===== src/mesh_event_histogram_2d_macros.svh =====
// Assertion macros shared by the histogram modules.
`ifndef MESH_EVENT_HISTOGRAM_2D_MACROS_SVH
`define MESH_EVENT_HISTOGRAM_2D_MACROS_SVH

// Checks the consequence in the same cycle as the antecedent.
`define MEHIST_ASSERT_SAME(label, ante, cons, msg) \
  label: assert property (@(posedge clk) disable iff (!rst_n) (ante) |-> (cons)) \
    else $error(msg);

// Checks the consequence in the cycle after the antecedent.
`define MEHIST_ASSERT_NEXT(label, ante, cons, msg) \
  label: assert property (@(posedge clk) disable iff (!rst_n) (ante) |=> (cons)) \
    else $error(msg);

`endif


===== src/mehist_pkg.sv =====
// Types and constants shared by the mesh histogram modules.
package mehist_pkg;

  localparam int POS_W      = 32;
  localparam int DVD_W      = POS_W - 1;
  localparam int QW         = 32;
  localparam int MESH_W     = 24;
  localparam int DIM_W      = 7;
  localparam int RD_IDX_W   = 6;
  localparam int OUT_CNT_W  = 16;
  localparam int CENTER_W   = 31;
  localparam int CMD_W      = 2;
  localparam int CFG_IDX_W  = 2;
  localparam int CFG_DATA_W = 24;
  localparam int DIV_STEPS  = QW / 2;
  localparam int DIV_CNT_W  = 4;

  localparam logic [CMD_W-1:0] CMD_ADD   = 2'd0;
  localparam logic [CMD_W-1:0] CMD_READ  = 2'd1;
  localparam logic [CMD_W-1:0] CMD_CLEAR = 2'd2;

  localparam logic [CFG_IDX_W-1:0] CFG_MESH_SIZE = 2'd0;
  localparam logic [CFG_IDX_W-1:0] CFG_BINS_X    = 2'd1;
  localparam logic [CFG_IDX_W-1:0] CFG_BINS_Y    = 2'd2;

  localparam logic [MESH_W-1:0] MESH_RESET = 24'd256;
  localparam logic [DIM_W-1:0]  BINS_RESET = 7'd64;
  localparam logic [CENTER_W-1:0] CENTER_MAX = 31'h7FFF_FFFF;

  typedef struct packed {
    logic [CMD_W-1:0]    cmd;
    logic signed [POS_W-1:0] pos_x;
    logic signed [POS_W-1:0] pos_y;
    logic [RD_IDX_W-1:0] read_bin_x;
    logic [RD_IDX_W-1:0] read_bin_y;
  } in_item_t;

  typedef struct packed {
    logic                 in_range;
    logic [OUT_CNT_W-1:0] bin_count;
    logic [OUT_CNT_W-1:0] max_count;
    logic [CENTER_W-1:0]  center_x;
    logic [CENTER_W-1:0]  center_y;
  } out_item_t;

  typedef enum logic [3:0] {
    ST_CLR_RST,
    ST_IDLE,
    ST_DECODE,
    ST_DIVX_GO,
    ST_DIVX_RUN,
    ST_DIVY_GO,
    ST_DIVY_RUN,
    ST_CHECK,
    ST_MEM_RD,
    ST_MEM_UPD,
    ST_CLR_CMD,
    ST_DONE
  } ctrl_state_t;

  typedef struct packed {
    logic item_load;
    logic rd_idx_load;
    logic div_start;
    logic div_sel;
    logic quo_store;
    logic mem_rd;
    logic mul_sel;
    logic mul_store;
    logic hit_set;
    logic upd;
    logic clr_step;
    logic max_clr;
    logic res_load;
  } ctrl_cmd_t;

  typedef struct packed {
    logic [CMD_W-1:0] cmd;
    logic             neg;
    logic             div_done;
    logic             hit;
    logic             clr_last;
    logic             out_free;
  } ctrl_stat_t;

endpackage


===== src/mehist_ctrl.sv =====
// Sequencer that steps each transaction through the histogram datapath.
`include "mesh_event_histogram_2d_macros.svh"

module mehist_ctrl (
  input  logic                   clk,
  input  logic                   rst_n,
  input  logic                   in_valid,
  output logic                   in_stall,
  input  mehist_pkg::ctrl_stat_t st,
  output mehist_pkg::ctrl_cmd_t  cmd_o
);
  import mehist_pkg::*;

  ctrl_state_t state_r;
  ctrl_state_t state_nxt;
  logic        accept;

  assign accept   = in_valid && (state_r == ST_IDLE);
  assign in_stall = (state_r != ST_IDLE);

  always_ff @(posedge clk) begin
    if (!rst_n) begin
      state_r <= ST_CLR_RST;
    end else begin
      state_r <= state_nxt;
    end
  end

  always_comb begin
    state_nxt = state_r;
    case (state_r)
      ST_CLR_RST: begin
        if (st.clr_last) state_nxt = ST_IDLE;
      end
      ST_IDLE: begin
        if (accept) state_nxt = ST_DECODE;
      end
      ST_DECODE: begin
        case (st.cmd)
          CMD_ADD:   state_nxt = st.neg ? ST_DONE : ST_DIVX_GO;
          CMD_READ:  state_nxt = ST_CHECK;
          CMD_CLEAR: state_nxt = ST_CLR_CMD;
          default:   state_nxt = ST_DONE;
        endcase
      end
      ST_DIVX_GO:  state_nxt = ST_DIVX_RUN;
      ST_DIVX_RUN: begin
        if (st.div_done) state_nxt = ST_DIVY_GO;
      end
      ST_DIVY_GO:  state_nxt = ST_DIVY_RUN;
      ST_DIVY_RUN: begin
        if (st.div_done) state_nxt = ST_CHECK;
      end
      ST_CHECK:    state_nxt = st.hit ? ST_MEM_RD : ST_DONE;
      ST_MEM_RD:   state_nxt = ST_MEM_UPD;
      ST_MEM_UPD:  state_nxt = ST_DONE;
      ST_CLR_CMD: begin
        if (st.clr_last) state_nxt = ST_DONE;
      end
      ST_DONE: begin
        if (st.out_free) state_nxt = ST_IDLE;
      end
      default:     state_nxt = ST_CLR_RST;
    endcase
  end

  always_comb begin
    cmd_o = '0;
    case (state_r)
      ST_CLR_RST: begin
        cmd_o.clr_step = 1'b1;
        cmd_o.max_clr  = 1'b1;
      end
      ST_IDLE: begin
        cmd_o.item_load = accept;
      end
      ST_DECODE: begin
        cmd_o.rd_idx_load = (st.cmd == CMD_READ);
        cmd_o.max_clr     = (st.cmd == CMD_CLEAR);
      end
      ST_DIVX_GO: begin
        cmd_o.div_start = 1'b1;
      end
      ST_DIVX_RUN: begin
        cmd_o.quo_store = st.div_done;
      end
      ST_DIVY_GO: begin
        cmd_o.div_start = 1'b1;
        cmd_o.div_sel   = 1'b1;
      end
      ST_DIVY_RUN: begin
        cmd_o.div_sel   = 1'b1;
        cmd_o.quo_store = st.div_done;
      end
      ST_MEM_RD: begin
        cmd_o.mem_rd    = 1'b1;
        cmd_o.mul_store = 1'b1;
        cmd_o.hit_set   = 1'b1;
      end
      ST_MEM_UPD: begin
        cmd_o.upd       = 1'b1;
        cmd_o.mul_sel   = 1'b1;
        cmd_o.mul_store = 1'b1;
      end
      ST_CLR_CMD: begin
        cmd_o.clr_step = 1'b1;
      end
      ST_DONE: begin
        cmd_o.res_load = st.out_free;
      end
      default: begin
        cmd_o = '0;
      end
    endcase
  end

  `MEHIST_ASSERT_NEXT(a_load_decodes, accept, state_r == ST_DECODE, "accepted item not decoded")
  `MEHIST_ASSERT_SAME(a_res_free, cmd_o.res_load, st.out_free, "result loaded over a pending one")
  `MEHIST_ASSERT_NEXT(a_rst_clr_idle, (state_r == ST_CLR_RST) && st.clr_last, state_r == ST_IDLE, "clear pass after reset did not end in idle")
  `MEHIST_ASSERT_NEXT(a_div_x_to_y, (state_r == ST_DIVX_RUN) && st.div_done, state_r == ST_DIVY_GO, "y division not started")

endmodule


===== config.mk =====
export PLATFORM = sky130hd
export DESIGN_NAME = mehist_ctrl
export DESIGN_NICKNAME = d
export VERILOG_FILES = /design/src/mehist_pkg.sv /design/src/mehist_ctrl.sv
export VERILOG_INCLUDE_DIRS = /design/src /design/src/src
export SDC_FILE = /design/constraint.sdc
export NUM_CORES = 1
export LEC_CHECK = 0
export BUFFER_PORTS_ARGS = -buffer_cell sky130_fd_sc_hd__buf_2
export CORE_AREA = 4 4 41 43
export CTS_CLUSTER_SIZE = 20
export DETAILED_ROUTE_END_ITERATION = 6
export DIE_AREA = 0 0 45 47
export PLACE_DENSITY = 0.82
export REMOVE_ABC_BUFFERS = 1
export SYNTH_ARGS = -nofsm -noshare
export SYNTH_HDL_FRONTEND = slang
export SYNTH_SLANG_ARGS = --single-unit
export TNS_END_PERCENT = 50

===== constraint.sdc =====
create_clock -name clk -period 1.5 [get_ports clk]
set_input_delay 0.15 -clock clk [delete_from_list [all_inputs] [get_ports clk]]
set_output_delay 0.15 -clock clk [all_outputs]
set_load 0.05 [all_outputs]

==> Yosys cells after proc, flatten, opt, wreduce, memory -nomap -nowiden <==
Index checks and enable logic that the tools add are counted.
{ "word_totals": {"ff_bits": 4, "in_bits": 10, "output_inout_bits": 14, "elab_cells": 51} }
{ "op_classes": {"eq_ne": 20, "n_mux": 21, "reduce_logical": 9} }
{ "op_table": {"columns": ["cell", "n"], "rows": [
  ["$pmux 4 s12", 1],
  ["$mux 4", 7],
  ["$eq 4x3->1 const B", 4],
  ["$eq 4x4->1 const B", 4],
  ["$ne 2x2->1 const B", 6],
  ["$pmux 4 s3", 1],
  ["$mux 1", 10],
  ["$reduce_or 2->1", 5],
  ["$eq 4x2->1 const B", 2],
  ["$reduce_and 6->1", 1],
  ["$eq 4x1->1 const B", 1],
  ["$logic_not 4->1", 1],
  ["$ne 4x1->1 const B", 1],
  ["$eq 2x1->1 const B", 1],
  ["$eq 2x2->1 const B", 1],
  ["$logic_not 2->1", 1],
  ["$mux 2", 1],
  ["$pmux 1 s2", 1],
  ["$logic_and 1x1->1", 1]
]} }

==> Longest topological paths before layout <==
Gate-level depths: netlist of the first run.
{ "depth": {"depth_word": 4, "ltp_mapped": 6, "depth_no_buf": 4} }

==> Least setup slack after synthesis of the first run <==
Ideal clock, no wire load.
{ "synth_timing": {"path_kind": "flip-flop to output port", "from": "register state_r[3]", "to": "output cmd_o[7] in the netlist's numbering", "t_arrival_ns": 2.321, "t_required_ns": 1.350, "setup_slack_ns": -0.971, "stages_incl_launch_ff": 6, "path_buffers": 3, "path_cell_list": "dfxtp_1 > clkbuf_8 > clkbuf_1 > nand2_1 > nor3_1 > buf_4"} }
{ "synth_lines": {"columns": ["item", "line", "rtl"], "rows": [
  ["from (decl)", "mehist_ctrl.sv:14", "ctrl_state_t state_r;"],
  ["from (signal assigned)", "mehist_ctrl.sv:25", "state_r <= state_nxt;"],
  ["to (decl)", "mehist_ctrl.sv:10", "output mehist_pkg::ctrl_cmd_t cmd_o"]
]} }

==> run_results.csv, run 1 <==
group,metric,value,unit
status,outcome,"finished clean",
placement,routabilityCongestion,0.873,
critical_path,cp.required,1.35,ns
route,remaining_drc_errors,0,
layout,antenna_cells,0,
clock_tree,cts_tree,"done",
global_routing,track_usage,0.154,
global_routing,grt_pass1_wl,2420,um
power_and_ir_drop,p_leak,0.386,nW
layout,drive_gt1_frac,0.569,
placement,placed_cell_area,679,sq um
timing,rsz0062_at_grt,"yes",
floorplan,start_util,0.427,
timing,fin_setup_tns,0,ns
placement,portBuffers,23,
critical_path,reg2regPathDepth,4,
route,vias,609,
floorplan,rows,13,
layout,nets,114,
clock_tree,clk_latency,0.23,ns
layout,largest_reg_flops,4,
synth,ys.flop_type,"dfxtp_1",
global_routing,grt-ovfl-total,0,
critical_path,end_kind,"output pin",
route,antenna_left,0,
synth,avgSynthCellArea,7.82,sq um
clock_tree,cts_max_path_buffers,2,
critical_path,r2r_end,"state_r[1]$_SDFFE_PN0P_",
power_and_ir_drop,swShare,0.532,
timing,clock.fmax,0.689,GHz
clock_tree,clk_pin_slew,0.03,ns
critical_path,cp-startpoint,"state_r[2]$_SDFFE_PN0P_",
timing,hold_violations,0,
worst_hold_path,hold_path_class,"input pin to flop",
critical_path,start_kind,"flop",
job,maxCapViolCount,0,
global_routing,grt_max_degree,19,
route,routedWlPerCell,12.2,um
route,post_drt_via_cell_ratio,5.21,
clock_tree,h-tree-depth,1,
global_routing,grt_busiest_layer,"met2",
synth,ys_warn_count,0,
worst_hold_path,min-delay-start,"rst_n",
global_routing,grt_pass1_vias,586,
synth,synth_top_family_by_area,"simple AND/OR/NAND/NOR gates",
critical_path,arrival,1.30,ns
power_and_ir_drop,clockPowerShare,0.070,
synth,yosys-mux-area-fraction,0.0180,
power_and_ir_drop,power.density,2270,mW/mm^2
synth,ys_seq_area_frac,0.144,
timing,period_share,0.968,
timing,finalClockSkew,0.000698,ns
floorplan,core_region_area,0.00130,sq mm
global_routing,met2_usage,0.260,
critical_path,rrSetupSlack,0.16,ns
floorplan,die_w,45,um
critical_path,path_class,"flop to output pin",
synth,synth-seq-cells,4,
power_and_ir_drop,vdd_drop_max,0.00128,V
route,drtIter0Drc,6,
clock_tree,cts-root-buf,"clkbuf_4",
power_and_ir_drop,combPwrFrac,0.772,
global_routing,antenna_found_initial,0,
clock_tree,cts.sinks,4,
power_and_ir_drop,p_seq_frac,0.158,
synth,synth_edf_count,0,
synth,synth_xor_area_frac,0.0473,
synth,synth_cell_types,38,
timing,slew_headroom,0.761,
global_routing,met1_usage,0.184,
worst_hold_path,holdPathEnd,"state_r[0]$_SDFFE_PN0P_",
timing,tightestPinTransition,0.357,ns
synth,synthCells,71,
critical_path,path_max_fanout,5,
synth,synth-adder-area-share,0,
timing,drv_slew,0,
critical_path,worstReg2RegStart,"state_r[3]$_SDFFE_PN0P_",
floorplan,die_height,47,um
synth,async_reset_ff_frac,0,
global_routing,grt.met3_usage,0.0307,
worst_hold_path,min_path_cells,2,
synth,synthSimpleGateAreaFrac,0.408,
power_and_ir_drop,p_switching,0.982,mW
placement,dp_hpwl,1100,um
layout,reg.largest.list,"state_r: 4 flops",
floorplan,die-area,0.00212,sq mm
power_and_ir_drop,p_int,0.864,mW
layout,stdcell_area,812,sq um
clock_tree,numCtsBuffers,3,
floorplan,boundaryPins,24,
route,routed_wl,1420,um
layout,layout-area-overhead-vs-synth,46.2,%
timing,min_period,1.45,ns
synth,synth_compound_area_frac,0.196,
synth,synth_area,556,sq um
layout,top_register,"state_r",
route,dr.pass1.iters,2,
timing,setup_viol_count_final,0,
-- worst max path at each step --
| stage | end | depth (start not counted) |
|---|---|---|
| final | cmd_o[12] | 4 |
| after global routing | cmd_o[1] | 4 |
| after CTS | cmd_o[4] | 5 |
| after detailed placement | state_r[3]$_SDFFE_PN0P_ | 4 |
| after global placement | state_r[0]$_SDFFE_PN0P_ | 5 |
| after floorplan | cmd_o[4] | 2 |
-- worst max-delay path, stage by stage, from the launching register on --
cell and delay (ns):
dfxtp_4 0.35, nand2b_4 0.14, or3_4 0.33, nor2_2 0.10, buf_6 0.16
-- placed cells by master (no fill, tap or decap), types with 3 or more instances in the layout --
cell,instances
inv_1,3
buf_2,16
o21ai_0,6
nor2_1,6
nand2_1,6
dfxtp_4,4
buf_4,20
clkbuf_4,3
-- per-layer routing --
layer,up-vias,routed length [um]
li1,315,-
met1,270,603
met2,24,716
met3,0,104
met4,0,0
met5,-,0
-- kinds of logic after synthesis --
logic type | after synthesis
AO/OA/AOI/OAI | 14
XOR/XNOR | 3
buffers and inverters | 13
flip-flops | 4
multiplexers | 1
AND/OR/NAND/NOR | 36
-- repair_timing --
item                                   4_1_cts  5_1_grt
endpoints found under the hold margin        0        0
pin swaps                                    1        1
resized for setup                           12       15
buffers inserted                             2        2
hold buffers                                 0        0
setup endpoints to repair                   14       11
-- metrics by stage --
stage | hold WS (ns) | power (mW) | util | setup slack [ns] | instances
after floorplan | 0.267 | 1.08 | - | -1.42 | 61
after global placement | 0.418 | 1.46 | 0.522 | 0.0732 | 110
after detailed placement | 0.430 | 1.49 | 0.522 | 0.0146 | 110
after CTS | 0.187 | 1.70 | 0.571 | -0.0305 | 115
after global routing | 0.206 | 1.99 | 0.624 | -0.0168 | 117
final | 0.185 | 1.85 | 0.624 | 0.0478 | 117
-- cell usage after synthesis, drive strengths merged (3+ instances only) --
library cell	instances	share of area
nand2b	3	0.047
inv	3	0.020
buf	5	0.077
o21ai	6	0.054
and3b	3	0.050
nand2	6	0.041
clkbuf	5	0.090
nor2	7	0.047
nor3	4	0.045
dfxtp	4	0.14
-- power groups by stage --
stage	logic (mW)	clock network, mW	registers [mW]
after floorplan	0.794	0	0.286
after global placement	1.19	0	0.269
after detailed placement	1.21	0	0.275
after CTS	1.28	0.134	0.281
after global routing	1.54	0.139	0.308
final	1.42	0.128	0.292
-- cell type report --
| type | instances | area [sq um] |
|---|---|---|
| fill | 123 | 489 |
| multi-input combinational | 54 | 412 |
| sequential | 4 | 95.1 |
| inverter | 3 | 11.3 |
| clock buffer | 3 | 22.5 |
| timing repair buffer | 38 | 253 |
| tap | 15 | 18.8 |
(Power assumes the default switching activity.)
==> inputs of run 2 (changes only) <==
ABC_AREA = 1   (was default)
PLACE_DENSITY = 0.74   (was 0.82)
clock period = 1.8 ns   (was 1.5 ns; I/O delays follow)
==> run_results.csv, run 2 <==
group,metric,value,unit
status,outcome,"finished clean",
floorplan,die_height,47,um
route,post_drt_via_cell_ratio,4.81,
clock_tree,cts_hold_buffers,0,
timing,tightestPinTransition,0.300,ns
synth,synth_edf_count,0,
route,antenna_left,0,
critical_path,worstReg2RegStart,"state_r[0]$_SDFFE_PN0P_",
layout,layout-area-overhead-vs-synth,29.0,%
clock_tree,clk_pin_slew,0.04,ns
synth,netlist_top_cells_area,"nand2_1 (18%), dfxtp_1 (17%), inv_1 (10%)",
route,vias,582,
critical_path,cp_slowest_stage_delay,0.44,ns
synth,yosysMostFrequentCell,"nand2_1",
global_routing,met2_usage,0.212,
floorplan,core_region_area,0.00130,sq mm
clock_tree,cts.sinks,4,
global_routing,antenna_found_initial,0,
synth,async_reset_ff_frac,0,
power_and_ir_drop,total_power,1.02,mW
floorplan,die_w,45,um
synth,synthTopCellsByCount,"nand2_1 (22), inv_1 (13), nor2_1 (7)",
layout,final_cell_mix,"buf_2 (23), nand2_1 (22), inv_1 (13)",
synth,synthCells,83,
critical_path,end_kind,"output pin",
global_routing,track_usage,0.142,
global_routing,grt_pass1_wl,2170,um
critical_path,arrival,1.49,ns
placement,placed_cell_area,578,sq um
route,routedWlPerCell,10.2,um
layout,largest_reg_flops,4,
critical_path,start_kind,"flop",
job,maxCapViolCount,0,
worst_hold_path,hold_path_class,"input pin to flop",
timing,hold_violations,0,
synth,yosysTopAreaCellShare,0.177,
synth,synth_top_cell_by_area,"nand2_1",
route,dr.pass1.iters,4,
layout,stdcell_area,602,sq um
layout,antenna_cells,0,
worst_hold_path,min-delay-start,"rst_n",
critical_path,path_max_fanout,9,
synth,avgSynthCellArea,5.62,sq um
critical_path,path_class,"flop to output pin",
clock_tree,h-tree-depth,1,
global_routing,met1_usage,0.185,
synth,ys_warn_count,0,
floorplan,start_util,0.359,
clock_tree,numCtsBuffers,3,
clock_tree,cts_max_path_buffers,2,
synth,synth_cell_types,20,
placement,routabilityCongestion,0.827,
route,drtIter0Drc,16,
synth,ys_seq_area_frac,0.172,
synth,ys.flop_type,"dfxtp_1",
global_routing,grt_busiest_layer,"met2",
power_and_ir_drop,p_leak,0.337,nW
global_routing,grt_max_degree,10,
clock_tree,cts_tree,"done",
timing,min_period,1.67,ns
placement,portBuffers,23,
layout,drive_gt1_frac,0.396,
global_routing,grt-ovfl-total,0,
critical_path,crit_chain,"inv_2 > nor2_2 > nand2_1 > nor3_2 > buf_2",
clock_tree,cts_setup_buffers,0,
route,routed_wl,1230,um
critical_path,rrSetupSlack,0.50,ns
layout,top_register,"state_r",
global_routing,grt_pass1_vias,542,
timing,finalClockSkew,0.00677,ns
layout,nets,118,
layout,reg.largest.list,"state_r: 4 flops",
timing,rsz0062_at_grt,"no",
global_routing,grt.met3_usage,0.0115,
layout,final_common_cell,"buf_2",
timing,period_share,0.928,
critical_path,cp.required,1.62,ns
critical_path,reg2regPathDepth,8,
layout,n_fill_cell,156,
worst_hold_path,holdPathEnd,"state_r[1]$_SDFFE_PN0P_",
synth,synth_area,467,sq um
timing,drv_slew,0,
floorplan,boundaryPins,24,
critical_path,cpMaxStageDelayCell,"dfxtp_2",
synth,synth-seq-cells,4,
timing,slew_headroom,0.800,
worst_hold_path,min_path_cells,3,
placement,dp_hpwl,1040,um
timing,clock.fmax,0.599,GHz
clock_tree,cts-root-buf,"clkbuf_4",
critical_path,r2r_end,"state_r[1]$_SDFFE_PN0P_",
layout,fin_util,0.463,
floorplan,die-area,0.00212,sq mm
floorplan,rows,13,
power_and_ir_drop,power.density,1700,mW/mm^2
timing,setup_viol_count_final,0,
route,remaining_drc_errors,0,
clock_tree,clk_latency,0.24,ns
power_and_ir_drop,vdd_drop_max,0.000911,V
==> run 2: changes by cell type in the layout (fill, tap and decap cells not counted), moves of 3 or more <==
cell     change
a21oi_1      +5
buf_4       -20
dfxtp_1      +3
inv_1       +10
buf_2        +7
nor2_2       +4
inv_2        +3
nand3_1      +3
dfxtp_4      -4
nand2_1     +16
==> run 2: final cells by class <==
type	instances	area (sq um)	area share
multi-input combinational	60	304	0.505
inverter	16	60.1	0.0998
clock buffer	3	22.5	0.0374
sequential	4	81.3	0.135
timing repair buffer	23	115	0.191
tap	15	18.8	0.0312
==> run 2: logic make-up after synthesis <==
| logic type | synth area share |
|---|---|
| simple gates | 0.483 |
| compound gates | 0.169 |
| buf+inv | 0.177 |
| flops | 0.172 |
==> run 2: worst max-delay path, delay by kind of cell (launching register included) <==
family	cells	cell delay (ns)
buffers and inverters	2	0.36
DFF	1	0.44
and+or+nand+nor	3	0.44
==> run 2: routing by layer <==
metal | wire length [um] | vias up
met1 | 512 | 245
met2 | 563 | 30
met5 | 0 | -
li1 | - | 303
met4 | 41 | 0
met3 | 111 | 4
==> run 2: timing repair <==
item / CTS / global route
setup endpoints to repair: 0 / 2
resized for setup: 0 / 1
endpoints found under the hold margin: 0 / 0
==> run 2: power by group <==
part           internal [mW]  switching (mW)
combinational          0.187           0.536
sequential             0.119          0.0622
clock                 0.0749          0.0416
==> run 2: worst max-delay path by stage <==
stage / end / slack [ns] / startpoint / cells past startpoint
floorplan: cmd_o[4] / -0.89 / state_r[3]$_SDFFE_PN0P_ / 2
global placement: cmd_o[1] / 0.37 / state_r[1]$_SDFFE_PN0P_ / 5
detailed placement: cmd_o[11] / 0.28 / state_r[1]$_SDFFE_PN0P_ / 5
CTS: cmd_o[11] / 0.003 / state_r[1]$_SDFFE_PN0P_ / 5
global route: cmd_o[11] / 0.01 / state_r[1]$_SDFFE_PN0P_ / 5
finish: cmd_o[11] / 0.13 / state_r[1]$_SDFFE_PN0P_ / 5
==> run 2: per-stage QoR <==
stage | hold slack [ns] | worst slack, ns | setup TNS, ns | cells
floorplan | 0.350 | -0.894 | -2.88 | 80
global placement | 0.449 | 0.372 | 0 | 118
detailed placement | 0.463 | 0.276 | 0 | 118
CTS | 0.220 | 0.00341 | 0 | 121
global route | 0.245 | 0.0138 | 0 | 121
finish | 0.225 | 0.130 | 0 | 121
